==> src/hw/rtl/hpe_pkg.sv <==
// ----------------------------------------------------------------------------
// hpe_pkg
// Shared widths, constants and stage payload types of the Horner polynomial
// evaluator.
// ----------------------------------------------------------------------------
package hpe_pkg;

    // Number format and polynomial size.
    localparam int DATA_W     = 32;
    localparam int PROD_W     = 2 * DATA_W;
    localparam int FRAC_BITS  = 16;
    localparam int NUM_COEFFS = 8;

    // Coefficient register file.
    localparam int REG_COUNT   = 8;
    localparam int COEFF_IDX_W = $clog2(REG_COUNT);
    localparam int CFG_IDX_W   = COEFF_IDX_W + 1;

    // The highest coefficient is loaded directly. Each remaining coefficient
    // costs one multiply stage and one round/add/saturate stage.
    localparam int NUM_STEPS = NUM_COEFFS - 1;
    localparam int MUL_N     = (NUM_STEPS > 0) ? NUM_STEPS : 1;

    // Saturation limits.
    localparam logic [DATA_W-1:0] SAT_MAX = {1'b0, {(DATA_W-1){1'b1}}};
    localparam logic [DATA_W-1:0] SAT_MIN = {1'b1, {(DATA_W-1){1'b0}}};

    typedef logic [DATA_W-1:0] word_t;
    typedef logic [REG_COUNT-1:0][DATA_W-1:0] coeff_arr_t;

    // Payload between a round/add stage and the next multiply stage.
    typedef struct packed {
        word_t x;
        word_t acc;
        logic  sat;
    } acc_stage_t;

    // Payload between a multiply stage and its round/add stage.
    typedef struct packed {
        word_t             x;
        logic [PROD_W-1:0] prod;
        logic              sat;
    } mul_stage_t;

endpackage

==> src/hw/rtl/hpe_mul_stage.sv <==
// ----------------------------------------------------------------------------
// hpe_mul_stage
// Pipeline stage that forms the full signed product of accumulator and
// argument.
// ----------------------------------------------------------------------------
module hpe_mul_stage (
    input  logic                 clk,
    input  logic                 rst_n,
    input  logic                 up_valid,
    output logic                 up_ready,
    input  hpe_pkg::acc_stage_t  up_data,
    output logic                 dn_valid,
    input  logic                 dn_ready,
    output hpe_pkg::mul_stage_t  dn_data
);

    logic                valid_reg;
    logic                valid_next;
    hpe_pkg::mul_stage_t data_reg;
    hpe_pkg::mul_stage_t data_next;
    logic                load;

    // The stage takes new data when it is empty or its content moves on.
    assign up_ready = !valid_reg || dn_ready;
    assign load     = up_valid && up_ready;

    always_comb
    begin
        valid_next = up_ready ? up_valid : valid_reg;
        data_next.x    = up_data.x;
        data_next.sat  = up_data.sat;
        data_next.prod = hpe_pkg::PROD_W'($signed(up_data.acc) * $signed(up_data.x));
    end

    always_ff @(posedge clk or negedge rst_n)
    begin
        if (!rst_n)
        begin
            valid_reg <= 1'b0;
        end
        else
        begin
            valid_reg <= valid_next;
        end
    end

    // Payload carries no reset.
    always_ff @(posedge clk)
    begin
        if (load)
        begin
            data_reg <= data_next;
        end
    end

    assign dn_valid = valid_reg;
    assign dn_data  = data_reg;

endmodule

==> config.mk <==
export PLATFORM = sky130hd
export DESIGN_NAME = hpe_mul_stage
export DESIGN_NICKNAME = d
export VERILOG_FILES = /design/src/hw/rtl/hpe_pkg.sv /design/src/hw/rtl/hpe_mul_stage.sv
export SDC_FILE = /design/constraint.sdc
export NUM_CORES = 2
export LEC_CHECK = 0
export BUFFER_PORTS_ARGS = -buffer_cell sky130_fd_sc_hd__buf_2
export CORE_AREA = 4 4 198 297
export DETAILED_ROUTE_END_ITERATION = 8
export DIE_AREA = 0 0 202 301
export PLACE_DENSITY_LB_ADDON = 0.1
export SETUP_SLACK_MARGIN = 0.2
export SYNTH_ARGS = -nofsm -noshare
export SYNTH_HDL_FRONTEND = slang
export SYNTH_SLANG_ARGS = --single-unit
==> constraint.sdc <==
create_clock -name clk -period 6.3 [get_ports clk]
set_input_delay 0.315 -clock clk [delete_from_list [all_inputs] [get_ports clk]]
set_output_delay 0.315 -clock clk [all_outputs]
set_load 0.05 [all_outputs]
==> results.md <==
- Core Box Area: 0.0564 sq mm
- Final GP Congestion: a little over 1
- Setup slack after layout: -0.956 ns
- Most frequent cells in the layout: fa_1, inv_1, nand2_1
- Post-synth cell types: 74
- Mapped Avg Cell Area: 9.93 sq um
- Worst EP required: around 6.5 ns
- Net Count, Synth: 5270
- Tcrit/Tclk final: 115%
- Global-route wire length before repair: 183000 microns
- Startpoint Class: primary input
- Post-route minimum period: 7.26 ns
- Synth Instances: 3935
- Routed vias: between 30k and 40k
- Maxcap violations: 0
- Die Y: ~300 microns
- Outcome: finished, violations left
- Initial core utilization: 69.4%
- CP arrival: 7.45 ns
- FFs w/ async S/R, synth: 1.02%
- GR Overflow Total: 0
- CTS tree: built
- Wire per inst: 22.7 microns
- Die ar.: a little over 0.06 sq mm
- Crit Path Max Fanout: 6
- Global Route Usage Sum: 39.9%
- Drt first-iter violations: 2078
- Share of layout cells above drive strength 1: between 20% and 30%
- Final Hold Viols: 0
- CP Class: primary input to flop
- Area of the mapped netlist: 0.0391 sq mm
- Number of buffers created by CTS: 9
- Failing checks: negative setup slack
- Skew-Pair Late Insertion Delay: 0.43 ns
- Pre-CTS WS: -1.79 ns
- Post-route ant nets: 0
- Worst Skew: between 0.009 and 0.01 ns
- Clock sinks: between 90 and 100
- Pin count of the biggest net entering global routing: 55
- Crit. End Element: flop
- IO Port Bufs: 167
- DP HPWL: 95700 microns
- Vias in the first global route: 34.3k
- Die X: 202 microns
- Initial antenna violation count: 3
- Commonest non-fill, non-tap cell in the layout: fa_1
- Actual slew at the worst max-slew pin: 0.834 ns
- Layout area overhead: 22.7%
- Worst-path clk slew: 0.09 ns
- Via/cell ratio: 5.74
- CTS max path bufs: 2
- Final setup fails: between 40 and 50
- Fmax: 0.138 GHz
- Sequential-to-total area share from yosys stat: 7.52%
- Slew Viols, Final: 0
- Synthesized flop and latch total: slightly below 100
- Residual DRC: 0
- Max_slew headroom: 44.4%
- Ys Warns: 0
- Top_reg_cell synth: edfxtp_1
- First-pass DRT Iterations: 5
- Post-synth EDFFs: 97
- RSZ-0062 raised after global routing: yes
- Clock H-tree levels: 3
- Final WL: 120000 microns
- Layout Nets: 5850
- Root Buffer: clkbuf_16
- Worst Hold Class: primary input to flop
- Io pins: 168
- FP Rows: 107
- Setup TNS: -23.79 ns
- Antenna cell count: 0
[worst max-delay path, cell delays in order]
cell and delay [ns]:
buf_12 0.12, buf_12 0.13, buf_8 0.12, buf_12 0.10
nand2_1 0.08, fa_1 0.53, fa_1 0.58, fa_1 0.48
fa_1 0.46, inv_1 0.18, fa_1 0.45, fa_2 0.55
fa_1 0.44, fa_1 0.52, ha_4 0.32, nand2_2 0.08
or3_4 0.40, o21ai_2 0.14, a31oi_1 0.06, o31a_4 0.17
o221ai_4 0.23, a21oi_2 0.09, buf_6 0.14, o31a_1 0.37
a311o_1 0.38
[what timing repair did]
item | CTS | global route
hold buffers | 1 | 0
pin swaps | 164 | 134
buffers inserted | 61 | 43
gates resized for setup | 350 | 196
gates cloned | 5 | 3
hold endpoints to repair | 1 | 0
endpoints found under the setup margin | 49 | 46
[metrics by stage]
stage	utilization, %	instance area (sq um)	hold WS, ns	cells
2_1_floorplan	-	39500	0.0194	3935
3_3_place_gp	78.7	44400	0.0893	5154
3_5_place_dp	78.7	44400	0.0915	5154
4_1_cts	82.9	46700	0.0793	5237
5_1_grt	85.1	48000	0.0845	5283
6_report	85.1	48000	0.0868	5283
[kinds of logic after synthesis]
kind of cell,synth area share (%)
XOR/XNOR,1.59
AO/OA/AOI/OAI,3.64
adder cells (fa/ha/maj),61.3
buffers and inverters,11.2
AND/OR/NAND/NOR,14.7
multiplexers,0.0256
flip-flops,7.52
[routing by layer]
metal	track usage (%)	vias to the layer above	wire length, microns
li1	-	12475	-
met1	42.0	15568	36100
met2	70.4	1608	62400
met3	7.39	691	8360
met4	30.7	2	13100
met5	0	-	23
[cells in the mapped netlist (5+ instances only)]
| cell | count | area, sq um |
|---|---|---|
| inv_1 | 949 | 3560 |
| clkbuf_1 | 202 | 758 |
| xnor2_1 | 46 | 403 |
| nand3_1 | 16 | 80.1 |
| o21bai_1 | 7 | 52.6 |
| o21a_1 | 9 | 67.6 |
| o21ai_1 | 6 | 30.0 |
| nor2b_1 | 7 | 43.8 |
| nor2_1 | 44 | 165 |
| nand2b_1 | 15 | 93.8 |
| a31oi_1 | 5 | 31.3 |
| xor2_1 | 25 | 219 |
| a21o_1 | 34 | 255 |
| edfxtp_1 | 97 | 2910 |
| nand4_1 | 8 | 50.1 |
| and3_1 | 7 | 43.8 |
| fa_1 | 1082 | 21700 |
| o21ai_0 | 24 | 120 |
| nand2_1 | 512 | 1920 |
| ha_1 | 184 | 2300 |
| nor3_1 | 6 | 30.0 |
| a21oi_2 | 6 | 52.6 |
| a211oi_1 | 5 | 37.5 |
| and2_1 | 517 | 3230 |
| a21oi_1 | 51 | 255 |
[sequential cells by signal, summed over array words and instances (netlist names)]
signal    count
dn_valid      1
dn_data      97
[layout make-up]
cell class / instances / area, sq um
clock buffers: 10 / 229
well taps: 763 / 955
multi-input cells: 2678 / 33300
flip-flops and latches: 98 / 2940
fillers: 3057 / 8400
inverters: 949 / 3570
clock inverters: 6 / 88.8
repair buffers: 779 / 6880
[worst paths after layout]
check,from,endpoint,slack (ns),cells past startpoint
min in group asynchronous,rst_n,dn_valid,0.18,2
worst max register to register,dn_valid,dn_data[64],4.03,3
max in group asynchronous,rst_n,dn_valid,6.03,2
worst min-delay path,up_data[0],dn_data[0],0.09,1
worst max-delay path,up_data[35],dn_data[62],-0.96,25
worst min register to register,dn_valid,dn_valid,0.60,2
Power is not shown: default switching activity piles up to over one toggle a cycle in this logic, so the estimate is an artifact.
