### config.mk
export PLATFORM = sky130hd
export DESIGN_NAME = hpe_acc_stage
export DESIGN_NICKNAME = d
export VERILOG_FILES = /design/src/hw/rtl/hpe_pkg.sv /design/src/hw/rtl/hpe_acc_stage.sv
export SDC_FILE = /design/constraint.sdc
export NUM_CORES = 1
export LEC_CHECK = 0
export BUFFER_PORTS_ARGS = -buffer_cell sky130_fd_sc_hd__buf_2
export CAP_MARGIN = 10
export CORE_MARGIN = 3
export CORE_UTILIZATION = 44
export DETAILED_ROUTE_END_ITERATION = 8
export GPL_TIMING_DRIVEN = 0
export PLACE_DENSITY = 0.83
export RECOVER_POWER = 100
export SYNTH_ARGS = -nofsm -noshare
export SYNTH_HDL_FRONTEND = slang
export SYNTH_SLANG_ARGS = --single-unit
### constraint.sdc
create_clock -name clk -period 2.3 [get_ports clk]
set_input_delay 0 -clock clk [delete_from_list [all_inputs] [get_ports clk]]
set_output_delay 0 -clock clk [all_outputs]
set_load 0.03 [all_outputs]
### src/hw/rtl/hpe_pkg.sv
// ----------------------------------------------------------------------------
// hpe_pkg
// Shared widths, constants and stage payload types of the Horner polynomial
// evaluator.
// ----------------------------------------------------------------------------
package hpe_pkg;

    // Number format and polynomial size.
    localparam int DATA_W     = 32;
    localparam int PROD_W     = 2 * DATA_W;
    localparam int FRAC_BITS  = 16;
    localparam int NUM_COEFFS = 8;

    // Coefficient register file.
    localparam int REG_COUNT   = 8;
    localparam int COEFF_IDX_W = $clog2(REG_COUNT);
    localparam int CFG_IDX_W   = COEFF_IDX_W + 1;

    // The highest coefficient is loaded directly. Each remaining coefficient
    // costs one multiply stage and one round/add/saturate stage.
    localparam int NUM_STEPS = NUM_COEFFS - 1;
    localparam int MUL_N     = (NUM_STEPS > 0) ? NUM_STEPS : 1;

    // Saturation limits.
    localparam logic [DATA_W-1:0] SAT_MAX = {1'b0, {(DATA_W-1){1'b1}}};
    localparam logic [DATA_W-1:0] SAT_MIN = {1'b1, {(DATA_W-1){1'b0}}};

    typedef logic [DATA_W-1:0] word_t;
    typedef logic [REG_COUNT-1:0][DATA_W-1:0] coeff_arr_t;

    // Payload between a round/add stage and the next multiply stage.
    typedef struct packed {
        word_t x;
        word_t acc;
        logic  sat;
    } acc_stage_t;

    // Payload between a multiply stage and its round/add stage.
    typedef struct packed {
        word_t             x;
        logic [PROD_W-1:0] prod;
        logic              sat;
    } mul_stage_t;

endpackage

### src/hw/rtl/hpe_acc_stage.sv
// ----------------------------------------------------------------------------
// hpe_acc_stage
// Pipeline stage that rounds the product, adds one coefficient and
// saturates the new accumulator to 32 bits.
// ----------------------------------------------------------------------------
module hpe_acc_stage (
    input  logic                 clk,
    input  logic                 rst_n,
    input  hpe_pkg::word_t       coeff,
    input  logic                 up_valid,
    output logic                 up_ready,
    input  hpe_pkg::mul_stage_t  up_data,
    output logic                 dn_valid,
    input  logic                 dn_ready,
    output hpe_pkg::acc_stage_t  dn_data
);

    logic                        valid_reg;
    logic                        valid_next;
    hpe_pkg::acc_stage_t         data_reg;
    hpe_pkg::acc_stage_t         data_next;
    logic                        load;
    logic                        rnd;
    logic [hpe_pkg::PROD_W-1:0]  shifted;
    logic [hpe_pkg::PROD_W-1:0]  sum;
    logic                        ovf;

    assign up_ready = !valid_reg || dn_ready;
    assign load     = up_valid && up_ready;

    // Round to nearest, ties up: adding half an LSB before the floor shift
    // equals adding the highest dropped bit after it.
    generate
        if (hpe_pkg::FRAC_BITS > 0)
        begin : g_rnd
            assign rnd = up_data.prod[hpe_pkg::FRAC_BITS-1];
        end
        else
        begin : g_nornd
            assign rnd = 1'b0;
        end
    endgenerate

    assign shifted = $signed(up_data.prod) >>> hpe_pkg::FRAC_BITS;
    assign sum     = shifted + hpe_pkg::PROD_W'($signed(coeff))
                     + {{(hpe_pkg::PROD_W-1){1'b0}}, rnd};

    // Overflow when the bits above the 32-bit result are not all sign copies.
    assign ovf = !((&sum[hpe_pkg::PROD_W-1:hpe_pkg::DATA_W-1])
                   || (~|sum[hpe_pkg::PROD_W-1:hpe_pkg::DATA_W-1]));

    always_comb
    begin
        valid_next  = up_ready ? up_valid : valid_reg;
        data_next.x = up_data.x;
        data_next.sat = up_data.sat || ovf;
        if (ovf)
        begin
            data_next.acc = sum[hpe_pkg::PROD_W-1] ? hpe_pkg::SAT_MIN : hpe_pkg::SAT_MAX;
        end
        else
        begin
            data_next.acc = sum[hpe_pkg::DATA_W-1:0];
        end
    end

    always_ff @(posedge clk or negedge rst_n)
    begin
        if (!rst_n)
        begin
            valid_reg <= 1'b0;
        end
        else
        begin
            valid_reg <= valid_next;
        end
    end

    // Payload carries no reset.
    always_ff @(posedge clk)
    begin
        if (load)
        begin
            data_reg <= data_next;
        end
    end

    assign dn_valid = valid_reg;
    assign dn_data  = data_reg;

endmodule

==> results.sh <==
export IMPL_drtAntennaViolNets=0
export IMPL_cp_required_ns=2.45
export IMPL_grt_overflow=0
export IMPL_place_congestion=0.951
export IMPL_initial_core_util_pct=45.8
export IMPL_cts_root_buf="clkbuf_16"
export IMPL_finalHoldViolations=0
export IMPL_start_kind="input port"
export IMPL_synth_area_leaders="edfxtp_1 (35%), ha_1 (11%), a21oi_1 (6.1%), mux2i_1 (5.6%), nand2_1 (4.4%)"
export IMPL_slew_headroom_pct=41.4
export IMPL_fin_nets=1039
export IMPL_area_growth_pct=42.5
export IMPL_setup_ws_ns=-1.02
export IMPL_coreArea_um2=12200
export IMPL_clock_skew_ns=0.00603
export IMPL_syn_avg_cell_area_um2=9.16
export IMPL_crit_path_end_kind="register"
export IMPL_htreeDepth=3
export IMPL_final_area_um2=7970
export IMPL_status="finished, violations left"
export IMPL_synth_area_um2=5590
export IMPL_place_hpwl_mm=13.4
export IMPL_utilization_pct=65.2
export IMPL_clockBufferDepth=2
export IMPL_grt_usage_pct=25.2
export IMPL_synth_compound_area_share_pct=21.3
export IMPL_fin_crit_sh_pct=144
export IMPL_drc=0
export IMPL_grt_pass1_vias=5743
export IMPL_synth_edff_count=65
export IMPL_vias=6084
export IMPL_antenna_found_initial=2
export IMPL_grt_start_max_net_pins=40
export IMPL_synth_simple_area_share_pct=17.3
export IMPL_clock_fmax_mhz=302
export IMPL_cap_violations=0
export IMPL_yosys_area_top_type="edfxtp_1"
export IMPL_rows=40
export IMPL_clkSlewWorstSetupHoldPaths_ns=0.05
export IMPL_min_period_ns=3.32
export IMPL_routed_wl_mm=19.5
export IMPL_ios=200
export IMPL_die_h_um=119
export IMPL_yosys_most_used_dff="edfxtp_1"
export IMPL_drv_slew=0
export IMPL_powerDensity_nw_per_um2=596
export IMPL_synth_fp_nets=792
export IMPL_dr_pass1_iters=5
export IMPL_hold_class="input port to register"
export IMPL_dieWidth_um=119
export IMPL_synth_xor_area_share_pct=5.95
export IMPL_drive_gt1_share_pct=26.3
export IMPL_drtIter0Drc=645
export IMPL_synth_fa_ha_area_share_pct=11.2
export IMPL_tightest_slew_ns=0.879
export IMPL_grt_pass1_wl_mm=28.8
export IMPL_leakage_nw=3.29
export IMPL_finalSetupViolations=33
export IMPL_muxShareOfSynthArea_pct=5.95
export IMPL_dieArea_um2=14100
export IMPL_synth_warnings=0
export IMPL_io_buffers=184
export IMPL_cts_tree="built"
export IMPL_rsz0062_at_grt="yes"
export IMPL_via_per_inst=5.90
export IMPL_netlist_cell_type_count=64
export IMPL_clkLatencyLatePin_ns=0.32
export IMPL_placed_cell_area_um2=6840
export IMPL_synth_seq_area_share_pct=35.4
export IMPL_ys_ff_latch=66
export IMPL_rrSetupSlack_ns=0.14
export IMPL_syn_inst=610
export IMPL_synth_top_family_by_area="compound AO/OA/AOI/OAI gates"
export IMPL_numCtsBuffers=9
export IMPL_tns_ns=-30.77
export IMPL_violations="negative setup slack"
export IMPL_synth_async_reset_ratio_pct=1.52
export IMPL_wl_per_cell_um=18.9
export IMPL_cts_sinks=66
export IMPL_critPathArrivalTime_ns=3.47
export IMPL_path_class="input port to register"
export IMPL_synth_top_cell_area_share_pct=34.9
export IMPL_worst_hold_slack_ns=0.0384
export IMPL_irDropWorstVdd_mv=0.596
export IMPL_critPathMaxFanout=10
## state kept, by name, indices dropped and copies added, names as in the netlist
register and cells:
dn_valid 1, dn_data 65
## cells by family (layout without fill, tap and decap cells)
family / count (synthesis) / count (layout)
flip-flops: 66 / 66
XOR/XNOR: 38 / 38
AO/OA/AOI/OAI: 189 / 189
adder cells (fa/ha/maj): 49 / 49
AND/OR/NAND/NOR: 199 / 199
buffers and inverters: 36 / 288
other: 0 / 2
multiplexers: 33 / 33
## per-stage QoR
stage	setup slack, ns	instances	total power [W]
finish	-1.02	1032	0.00475
global route	-1.11	1032	0.00495
CTS	-0.954	1029	0.00461
detailed placement	-1.57	963	0.00298
global placement	-1.57	962	0.00296
floorplan	-0.870	610	0.00255
## worst max-delay path, stage by stage
cell and delay [ns]:
buf_8 0.08, inv_8 0.02, fa_2 0.39, fa_2 0.36
nand2b_4 0.16, a21oi_4 0.20, buf_6 0.13, o2111ai_4 0.15
a31oi_4 0.26, a21boi_2 0.13, o31ai_2 0.26, xor2_1 0.20
nor4_1 0.07, and3_1 0.22, a21oi_4 0.35, buf_8 0.21
mux2i_1 0.24
## layout make-up
class,instances,area (um2)
diodes,2,5.00
well taps,168,210
multi-input cells,508,3850
clock inverters,6,105
clock buffers,10,229
plain buffers,13,103
flip-flops and latches,66,1980
fillers,1012,4250
inverters,13,56.3
repair buffers,246,1430
## report_power, final
part	internal, W	total, W	switching (W)
logic	0.000671	0.00175	0.00108
registers	0.00145	0.00148	0.0000301
clock network	0.00105	0.00152	0.000468
## final timing paths
check	startpoint	end	depth (start not counted)
setup / recovery	up_data[17]	dn_data[1]	17
setup reg to reg	dn_valid	dn_data[38]	3
min in group asynchronous	rst_n	dn_valid	3
max in group asynchronous	rst_n	dn_valid	3
hold reg to reg	dn_valid	dn_valid	2
hold / removal	dn_ready	dn_valid	3
## synth_stat cells, types with 3 or more instances
library cell and count:
a211o_1 3, a31oi_1 7, clkbuf_1 19, a21oi_1 68
edfxtp_1 65, or3_1 5, and3_1 4, a21o_1 12
o31ai_1 3, ha_1 47, o21ai_0 34, mux2i_1 31
o21a_1 8, nand4_1 19, o21bai_1 9, and2_1 8
nand2b_1 6, o21ai_1 10, nor3_1 16, a211oi_1 6
buf_6 3, nor4_1 9, inv_1 13, xnor2_1 13
nand2_1 66, xor2_1 25, o211ai_1 5, nand3_1 11
nor2_1 41
## repair_timing
item                                   CTS  global route
cloned                                   1             0
hold buffers                            36             0
endpoints found under the hold margin   35             0
pin swaps                               17            23
resized for setup                       30            57
buffers inserted                        15            10
setup endpoints to repair               33            33
## metal layers
metal  global-route usage, %  share of wire, %
met5                       0                 0
met1                    28.6                37
met2                    46.5                50
met4                    9.78               3.9
met3                    4.83               8.6
## cell usage in the layout (no fill, tap or decap), types with 5 or more instances in the layout
master,n
dlygate4sd3_1,36
a21oi_2,8
ha_2,7
o21ai_0,29
xnor2_1,13
mux2i_1,29
nand2_1,65
nor4_1,8
a21oi_1,58
o21a_1,8
o211ai_1,5
o21bai_1,9
a21o_1,12
nand3_1,11
o21ai_1,13
ha_1,30
buf_2,115
nor2_1,41
clkbuf_1,72
buf_4,23
and2_1,7
xor2_1,25
clkbuf_16,10
nand4_1,19
inv_1,10
ha_4,10
nor3_1,16
edfxtp_1,65
Note: power is estimated with default switching activity, not from simulation.
