--- src/hw/rtl/hpe_pkg.sv ---
// ----------------------------------------------------------------------------
// hpe_pkg
// Shared widths, constants and stage payload types of the Horner polynomial
// evaluator.
// ----------------------------------------------------------------------------
package hpe_pkg;

    // Number format and polynomial size.
    localparam int DATA_W     = 32;
    localparam int PROD_W     = 2 * DATA_W;
    localparam int FRAC_BITS  = 16;
    localparam int NUM_COEFFS = 8;

    // Coefficient register file.
    localparam int REG_COUNT   = 8;
    localparam int COEFF_IDX_W = $clog2(REG_COUNT);
    localparam int CFG_IDX_W   = COEFF_IDX_W + 1;

    // The highest coefficient is loaded directly. Each remaining coefficient
    // costs one multiply stage and one round/add/saturate stage.
    localparam int NUM_STEPS = NUM_COEFFS - 1;
    localparam int MUL_N     = (NUM_STEPS > 0) ? NUM_STEPS : 1;

    // Saturation limits.
    localparam logic [DATA_W-1:0] SAT_MAX = {1'b0, {(DATA_W-1){1'b1}}};
    localparam logic [DATA_W-1:0] SAT_MIN = {1'b1, {(DATA_W-1){1'b0}}};

    typedef logic [DATA_W-1:0] word_t;
    typedef logic [REG_COUNT-1:0][DATA_W-1:0] coeff_arr_t;

    // Payload between a round/add stage and the next multiply stage.
    typedef struct packed {
        word_t x;
        word_t acc;
        logic  sat;
    } acc_stage_t;

    // Payload between a multiply stage and its round/add stage.
    typedef struct packed {
        word_t             x;
        logic [PROD_W-1:0] prod;
        logic              sat;
    } mul_stage_t;

endpackage

--- src/hw/rtl/hpe_cfg_if.sv ---
// ----------------------------------------------------------------------------
// hpe_cfg_if
// Configuration write channel: register index and write data.
// ----------------------------------------------------------------------------
interface hpe_cfg_if;

    logic                            valid;
    logic                            ready;
    logic [hpe_pkg::CFG_IDX_W-1:0]   index;
    hpe_pkg::word_t                  data;

    modport source (output valid, output index, output data, input ready);
    modport sink   (input valid, input index, input data, output ready);

endinterface

--- src/hw/rtl/hpe_coeff_regs.sv ---
// ----------------------------------------------------------------------------
// hpe_coeff_regs
// Coefficient register file, written through the configuration channel.
// ----------------------------------------------------------------------------
module hpe_coeff_regs (
    input  logic                 clk,
    input  logic                 rst_n,
    hpe_cfg_if.sink              cfg,
    output hpe_pkg::coeff_arr_t  coeff
);

    hpe_pkg::coeff_arr_t coeff_reg;
    hpe_pkg::coeff_arr_t coeff_next;
    logic                idx_in_range;

    // Writes are always taken; indexes past the register file are dropped.
    assign cfg.ready    = 1'b1;
    assign idx_in_range = cfg.index < hpe_pkg::CFG_IDX_W'(hpe_pkg::REG_COUNT);

    always_comb
    begin
        coeff_next = coeff_reg;
        if (cfg.valid && idx_in_range)
        begin
            coeff_next[cfg.index[hpe_pkg::COEFF_IDX_W-1:0]] = cfg.data;
        end
    end

    always_ff @(posedge clk or negedge rst_n)
    begin
        if (!rst_n)
        begin
            coeff_reg <= '0;
        end
        else
        begin
            coeff_reg <= coeff_next;
        end
    end

    assign coeff = coeff_reg;

endmodule

--- src/flat_wrapper.sv ---
// flat-port wrapper written by rule: the top's interface ports become plain ports
module hpe_coeff_regs_flat 
  (clk, rst_n, coeff, cfg_valid, cfg_index, cfg_data, cfg_ready);
  hpe_cfg_if cfg_i ();
  input  logic clk;
  input  logic rst_n;
  output hpe_pkg::coeff_arr_t coeff;
  input wire logic [$bits(cfg_i.valid)-1:0] cfg_valid;
  input wire logic [$bits(cfg_i.index)-1:0] cfg_index;
  input wire logic [$bits(cfg_i.data)-1:0] cfg_data;
  output wire logic [$bits(cfg_i.ready)-1:0] cfg_ready;
  assign cfg_i.valid = cfg_valid;
  assign cfg_i.index = cfg_index;
  assign cfg_i.data = cfg_data;
  assign cfg_ready = cfg_i.ready;
  hpe_coeff_regs u_core (.clk(clk), .rst_n(rst_n), .cfg(cfg_i), .coeff(coeff));
endmodule
--- config.mk ---
export PLATFORM = sky130hd
export DESIGN_NAME = hpe_coeff_regs_flat
export DESIGN_NICKNAME = d
export VERILOG_FILES = /design/src/hw/rtl/hpe_pkg.sv /design/src/hw/rtl/hpe_cfg_if.sv /design/src/hw/rtl/hpe_coeff_regs.sv /design/src/flat_wrapper.sv
export SDC_FILE = /design/constraint.sdc
export NUM_CORES = 1
export LEC_CHECK = 0
export BUFFER_PORTS_ARGS = -buffer_cell sky130_fd_sc_hd__buf_2
export CORE_ASPECT_RATIO = 1.1
export CORE_UTILIZATION = 50
export DETAILED_ROUTE_END_ITERATION = 6
export PLACE_DENSITY = 0.78
export SLEW_MARGIN = 10
export SYNTH_ARGS = -nofsm -noshare
export SYNTH_HDL_FRONTEND = slang
export SYNTH_SLANG_ARGS = --single-unit
--- constraint.sdc ---
create_clock -name clk -period 1.6 [get_ports clk]
set_clock_uncertainty 0.1 [all_clocks]
set_input_delay 0.08 -clock clk [delete_from_list [all_inputs] [get_ports clk]]
set_output_delay 0.08 -clock clk [all_outputs]
set_load 0.005 [all_outputs]
==> flow_metrics.env, run 1 <==
export IMPL_status="finished clean"
export IMPL_clkPwrFrac_pct=31.0
export IMPL_cts_path_max_buffers=3
export IMPL_cts_sinks=256
export IMPL_start_util_pct=51.5
export IMPL_totalWireLength_um=23400
export IMPL_hpwl_um=15700
export IMPL_via_per_inst=5.19
export IMPL_fin_total_pwr_uw=18100
export IMPL_critPathLaunchType="input pin"
export IMPL_post_route_min_period_ps=1400
export IMPL_port_buffers=294
export IMPL_finalCritPeriodShare_pct=87.7
export IMPL_swShare_pct=26.1
export IMPL_die_y_um=147
export IMPL_syn_inst=554
export IMPL_rr_worst_depth=1
export IMPL_rsz0062_at_grt="false"
export IMPL_synth_warning_count=0
export IMPL_antennaDiodeCount=0
export IMPL_die_area_um2=19700
export IMPL_path_clk_slew_ps=60
export IMPL_ys_seq_area_share_pct=67.1
export IMPL_worstPathRequired_ps=2180
export IMPL_comb_power_share_pct=20.7
export IMPL_numCtsBuffers=26
export IMPL_clock_latency_ps=520
export IMPL_cp_arrival_ps=1980
export IMPL_mostFrequentLayoutCell="buf_2"
export IMPL_ys_ff_latch=256
export IMPL_root_buffer="clkbuf_16"
export IMPL_grt_overflow_total=0
export IMPL_syn_avg_cell_area_um2=17.2
export IMPL_peakVddDrop_v=0.000930
export IMPL_syn_area_um2=9550
export IMPL_final_util_pct=68.3
export IMPL_slew_viol_final=0
export IMPL_post_route_drc_count=0
export IMPL_pwr_density_cell_nw_per_um2=1430
export IMPL_post_drt_wl_per_cell_um=20.1
export IMPL_cts_max_level=1
export IMPL_final_nets=948
export IMPL_power_frac_seq_pct=48.3
export IMPL_gp_congestion=0.755
export IMPL_synthToLayoutAreaGrowth_pct=32.6
export IMPL_hold_viol=0
export IMPL_end_kind="asynchronous set/reset pin"
export IMPL_crit_type="in -> async"
export IMPL_num_vias=6052
export IMPL_p_leak_uw=0.00628
export IMPL_grt_pass1_wl_um=37300
export IMPL_grt_pass1_vias=6664
export IMPL_fmax_mhz=713
export IMPL_antenna_found_initial=0
export IMPL_grt_max_degree=52
export IMPL_syn_nets=593
export IMPL_hold_path_depth=4
export IMPL_path_max_fanout=51
export IMPL_cts_tree="yes"
export IMPL_row_count=52
export IMPL_largest_reg_flops=256
export IMPL_die_w_um=134
export IMPL_finalSetupTns_ps=0
export IMPL_dp_cells=1090
export IMPL_worstHoldPathType="in -> reg"
export IMPL_track_usage_pct=24.7
export IMPL_maxCapViolCount=0
export IMPL_design_core_area_um2=18500
export IMPL_drive_gt1_share_pct=61.9
export IMPL_power_switching_uw=4710
export IMPL_drt_first_pass_iters=4
export IMPL_synth_cell_types=13
export IMPL_first_iter_violations=225
export IMPL_final_cells=1165
export IMPL_pin_count=296
export IMPL_p_int_uw=13400
export IMPL_postRouteAntennaNets=0
export IMPL_setup_violations=0
export IMPL_mostFrequentLayoutCells="buf_2, dfrtp_1, mux2_2"
-- worst max-delay path, cell delays in order --
cell and delay, ps:
dlygate4sd3_1 510, dlygate4sd3_1 580, buf_8 370, buf_4 410
-- kinds of logic (layout without fill, tap and decap cells) --
kind of cell  Yosys count  after routing  share of synthesized area (%)
flops                 256            256                           67.1
buf+inv                29            397                           1.74
other cells             1              1                         0.0393
simple gates           12             12                          0.918
mux                   256            256                           30.2
-- power by group through the flow --
| stage | registers (µW) | logic [µW] | clock network, µW |
|---|---|---|---|
| floorplan | 8920 | 1310 | 0 |
| global placement | 8720 | 3610 | 0 |
| detailed placement | 8810 | 3700 | 0 |
| CTS | 8720 | 3780 | 5700 |
| global route | 8910 | 4050 | 5960 |
| finish | 8730 | 3730 | 5600 |
-- per-layer routing --
metal	vias up	wire length, µm	track usage [%]
met3	53	1620	5.87
met2	238	11400	41.1
met1	3101	9680	31.4
li1	2660	-	-
met5	-	0	0
met4	0	723	9.09
-- through the flow --
| step | setup slack [ps] | hold WS, ps | cell area [µm²] |
|---|---|---|---|
| 2_1_floorplan | 213 | -316 | 9550 |
| 3_3_place_gp | 25.3 | -70.5 | 11500 |
| 3_5_place_dp | 0.318 | -68.3 | 11500 |
| 4_1_cts | 156 | 112 | 12700 |
| 5_1_grt | 57.1 | 138 | 12700 |
| 6_report | 197 | 125 | 12700 |
-- synth_stat cells, drive strengths merged --
cell	number	area [µm²]
dfrtp	256	6410
mux2	256	2880
buf	26	155
clkbuf	3	11.3
nand3b	3	22.5
nor3b	3	37.5
nand2	2	7.51
nor2	2	7.51
and3	1	6.26
conb	1	3.75
nand2b	1	6.26
-- final timing paths --
kind	start	endpoint	slack (ps)
hold reg to reg	u_core.coeff[160]$_DFFE_PN0P_	u_core.coeff[160]$_DFFE_PN0P_	380
min in group asynchronous	rst_n	u_core.coeff[197]$_DFFE_PN0P_	500
max in group clk	u_core.coeff[64]$_DFFE_PN0P_	coeff[64]	350
hold / removal	cfg_index[1]	u_core.coeff[160]$_DFFE_PN0P_	120
setup / recovery	rst_n	u_core.coeff[56]$_DFFE_PN0P_	200
setup reg to reg	u_core.coeff[158]$_DFFE_PN0P_	u_core.coeff[158]$_DFFE_PN0P_	690
-- layout make-up --
type	count	area (µm²)
Tap cell	243	304
Fill cell	1269	5880
Multi-Input combinational cell	269	3000
Sequential cell	256	6410
Clock buffer	35	746
Clock inverter	6	32.5
Timing Repair Buffer	356	2170
-- repair_timing --
action	4_1_cts	5_1_grt
hold endpoints to repair	512	0
setup buffers	0	0
setup endpoints to repair	0	0
resized for setup	0	0
hold buffers	34	0
Power figures use the tool's default switching activity.
==> run 2, diff against run 1 <==
--- a/config.mk
+++ b/config.mk
@@ -7,6 +7,7 @@
 export LEC_CHECK = 0
 export BUFFER_PORTS_ARGS = -buffer_cell sky130_fd_sc_hd__buf_2
 export CORE_ASPECT_RATIO = 1.1
+export CORE_MARGIN = 2
 export CORE_UTILIZATION = 50
 export DETAILED_ROUTE_END_ITERATION = 6
 export PLACE_DENSITY = 0.78
==> constraint.sdc (replaced) <==
create_clock -name clk -period 1.6 [get_ports clk]
set_clock_uncertainty 0.1 [all_clocks]
set_input_delay 0.16 -clock clk [delete_from_list [all_inputs] [get_ports clk]]
set_output_delay 0.16 -clock clk [all_outputs]
set_load 0.005 [all_outputs]
==> flow_metrics.env, run 2 (same netlist as run 1, synthesis figures left out) <==
export IMPL_die_y_um=149
export IMPL_design_core_area_um2=18900
export IMPL_hold_viol=3
export IMPL_p_leak_uw=0.00627
export IMPL_clock_latency_ps=510
export IMPL_die_w_um=136
export IMPL_worstPathRequired_ps=1340
export IMPL_holdWs_ps=-4.06
export IMPL_final_nets=942
export IMPL_largest_reg_flops=256
export IMPL_crit_type="reg -> out"
export IMPL_path_clk_slew_ps=60
export IMPL_start_util_pct=50.5
export IMPL_die_area_um2=20200
export IMPL_r2r_slack_ps=680
export IMPL_port_buffers=294
export IMPL_setup_violations=0
export IMPL_numCtsBuffers=25
export IMPL_cts_tree="yes"
export IMPL_end_kind="primary output"
export IMPL_antenna_found_initial=0
export IMPL_fmax_mhz=766
export IMPL_final_area_um2=12700
export IMPL_track_usage_pct=23.6
export IMPL_r2r_start="u_core.coeff[40]$_DFFE_PN0P_"
export IMPL_placed_cell_area_um2=11500
export IMPL_violations="negative hold slack"
export IMPL_post_route_min_period_ps=1310
export IMPL_holdBufCountCts=34
export IMPL_cts_max_level=1
export IMPL_postRouteAntennaNets=0
export IMPL_mostFrequentLayoutCells="buf_2, dfrtp_1, mux2_2"
export IMPL_pin_count=296
export IMPL_rsz0062_at_grt="false"
export IMPL_startpoint="u_core.coeff[137]$_DFFE_PN0P_"
export IMPL_grt_max_degree=78
export IMPL_cp_num_buf_inv=1
export IMPL_num_vias=6077
export IMPL_slew_viol_final=0
export IMPL_post_drt_wl_per_cell_um=20.2
export IMPL_fillCellCount=1320
export IMPL_row_count=53
export IMPL_dp_cells=1089
export IMPL_cts_resized=0
export IMPL_status="finished, violations left"
export IMPL_cts_sinks=256
export IMPL_path_delay_family="flip-flops"
export IMPL_synthToLayoutAreaGrowth_pct=32.7
export IMPL_cp_arrival_ps=1050
export IMPL_drt_first_pass_iters=4
export IMPL_crit_chain="buf_2"
export IMPL_r2r_end="u_core.coeff[40]$_DFFE_PN0P_"
export IMPL_grt_pass1_vias=6444
export IMPL_rr_worst_depth=1
export IMPL_post_cts_buffers=0
export IMPL_worstHoldPathType="in -> async"
export IMPL_final_util_pct=67.0
export IMPL_hpwl_um=15800
export IMPL_finalCritPeriodShare_pct=81.6
export IMPL_peakVddDrop_v=0.000950
export IMPL_grt_overflow_total=0
export IMPL_gp_congestion=0.743
export IMPL_final_cells=1167
export IMPL_crit_slowest_cell="dfrtp_1"
export IMPL_cts_path_max_buffers=3
export IMPL_antennaDiodeCount=0
export IMPL_first_iter_violations=137
export IMPL_totalWireLength_um=23600
export IMPL_max_stage_delay_ps=400
export IMPL_finalSetupTns_ps=0
export IMPL_path_max_fanout=2
export IMPL_root_buffer="clkbuf_16"
export IMPL_drive_gt1_share_pct=61.6
export IMPL_grt_pass1_wl_um=36800
export IMPL_critPathLaunchType="flip-flop"
export IMPL_post_route_drc_count=0
export IMPL_fin_total_pwr_uw=18300
export IMPL_maxCapViolCount=0
export IMPL_via_per_inst=5.21
export IMPL_pwr_density_cell_nw_per_um2=1450
export IMPL_mostFrequentLayoutCell="buf_2"
==> run 2: cell count changes in the layout (fill, tap and decap cells not counted) <==
cell	delta
buf_4	-5
clkbuf_16	-2
bufinv_16	+2
clkbuf_1	+2
inv_6	+1
clkinv_2	-2
clkbuf_8	+2
==> run 2: final cells by class <==
class                           instances  area (µm²)  area share (%)
Timing Repair Buffer                  351        2130            16.8
Sequential cell                       256        6410            50.6
Clock inverter                          7        91.3           0.721
Multi-Input combinational cell        269        3000            23.7
Tap cell                              247         309            2.44
Clock buffer                           37         731            5.77
==> run 2: routing by layer <==
| metal | vias to the layer above | wire length (µm) | track usage (%) |
|---|---|---|---|
| li1 | 2663 | - | - |
| met1 | 3122 | 9830 | 31.9 |
| met2 | 238 | 11300 | 37.9 |
| met3 | 54 | 1720 | 5.37 |
| met4 | 0 | 777 | 7.92 |
| met5 | - | 0 | 0 |
==> run 2: power by group <==
| part | internal (µW) | switching, µW | leakage (µW) | total, µW |
|---|---|---|---|---|
| Combinational | 2140 | 1580 | 0.00273 | 3720 |
| Sequential | 7980 | 752 | 0.00314 | 8730 |
| Clock | 3470 | 2400 | 0.000403 | 5870 |
==> run 2: worst max path at each step <==
stage                                    endpoint  slack (ps)  cells after the start
finish                                 coeff[137]         290                      1
global route                           coeff[165]         250                      1
CTS                                    coeff[189]         270                      1
detailed placement  u_core.coeff[180]$_DFFE_PN0P_        -190                      5
global placement    u_core.coeff[244]$_DFFE_PN0P_        -110                      6
floorplan           u_core.coeff[161]$_DFFE_PN0P_         130                      4
==> run 2: metrics by stage <==
| stage | setup slack [ps] | hold WS [ps] |
|---|---|---|
| after global placement | -114 | -58.0 |
| after CTS | 274 | -19.4 |
| after global routing | 254 | 7.74 |
| after detailed placement | -187 | -55.4 |
| final | 295 | -4.06 |
| after floorplan | 133 | -236 |
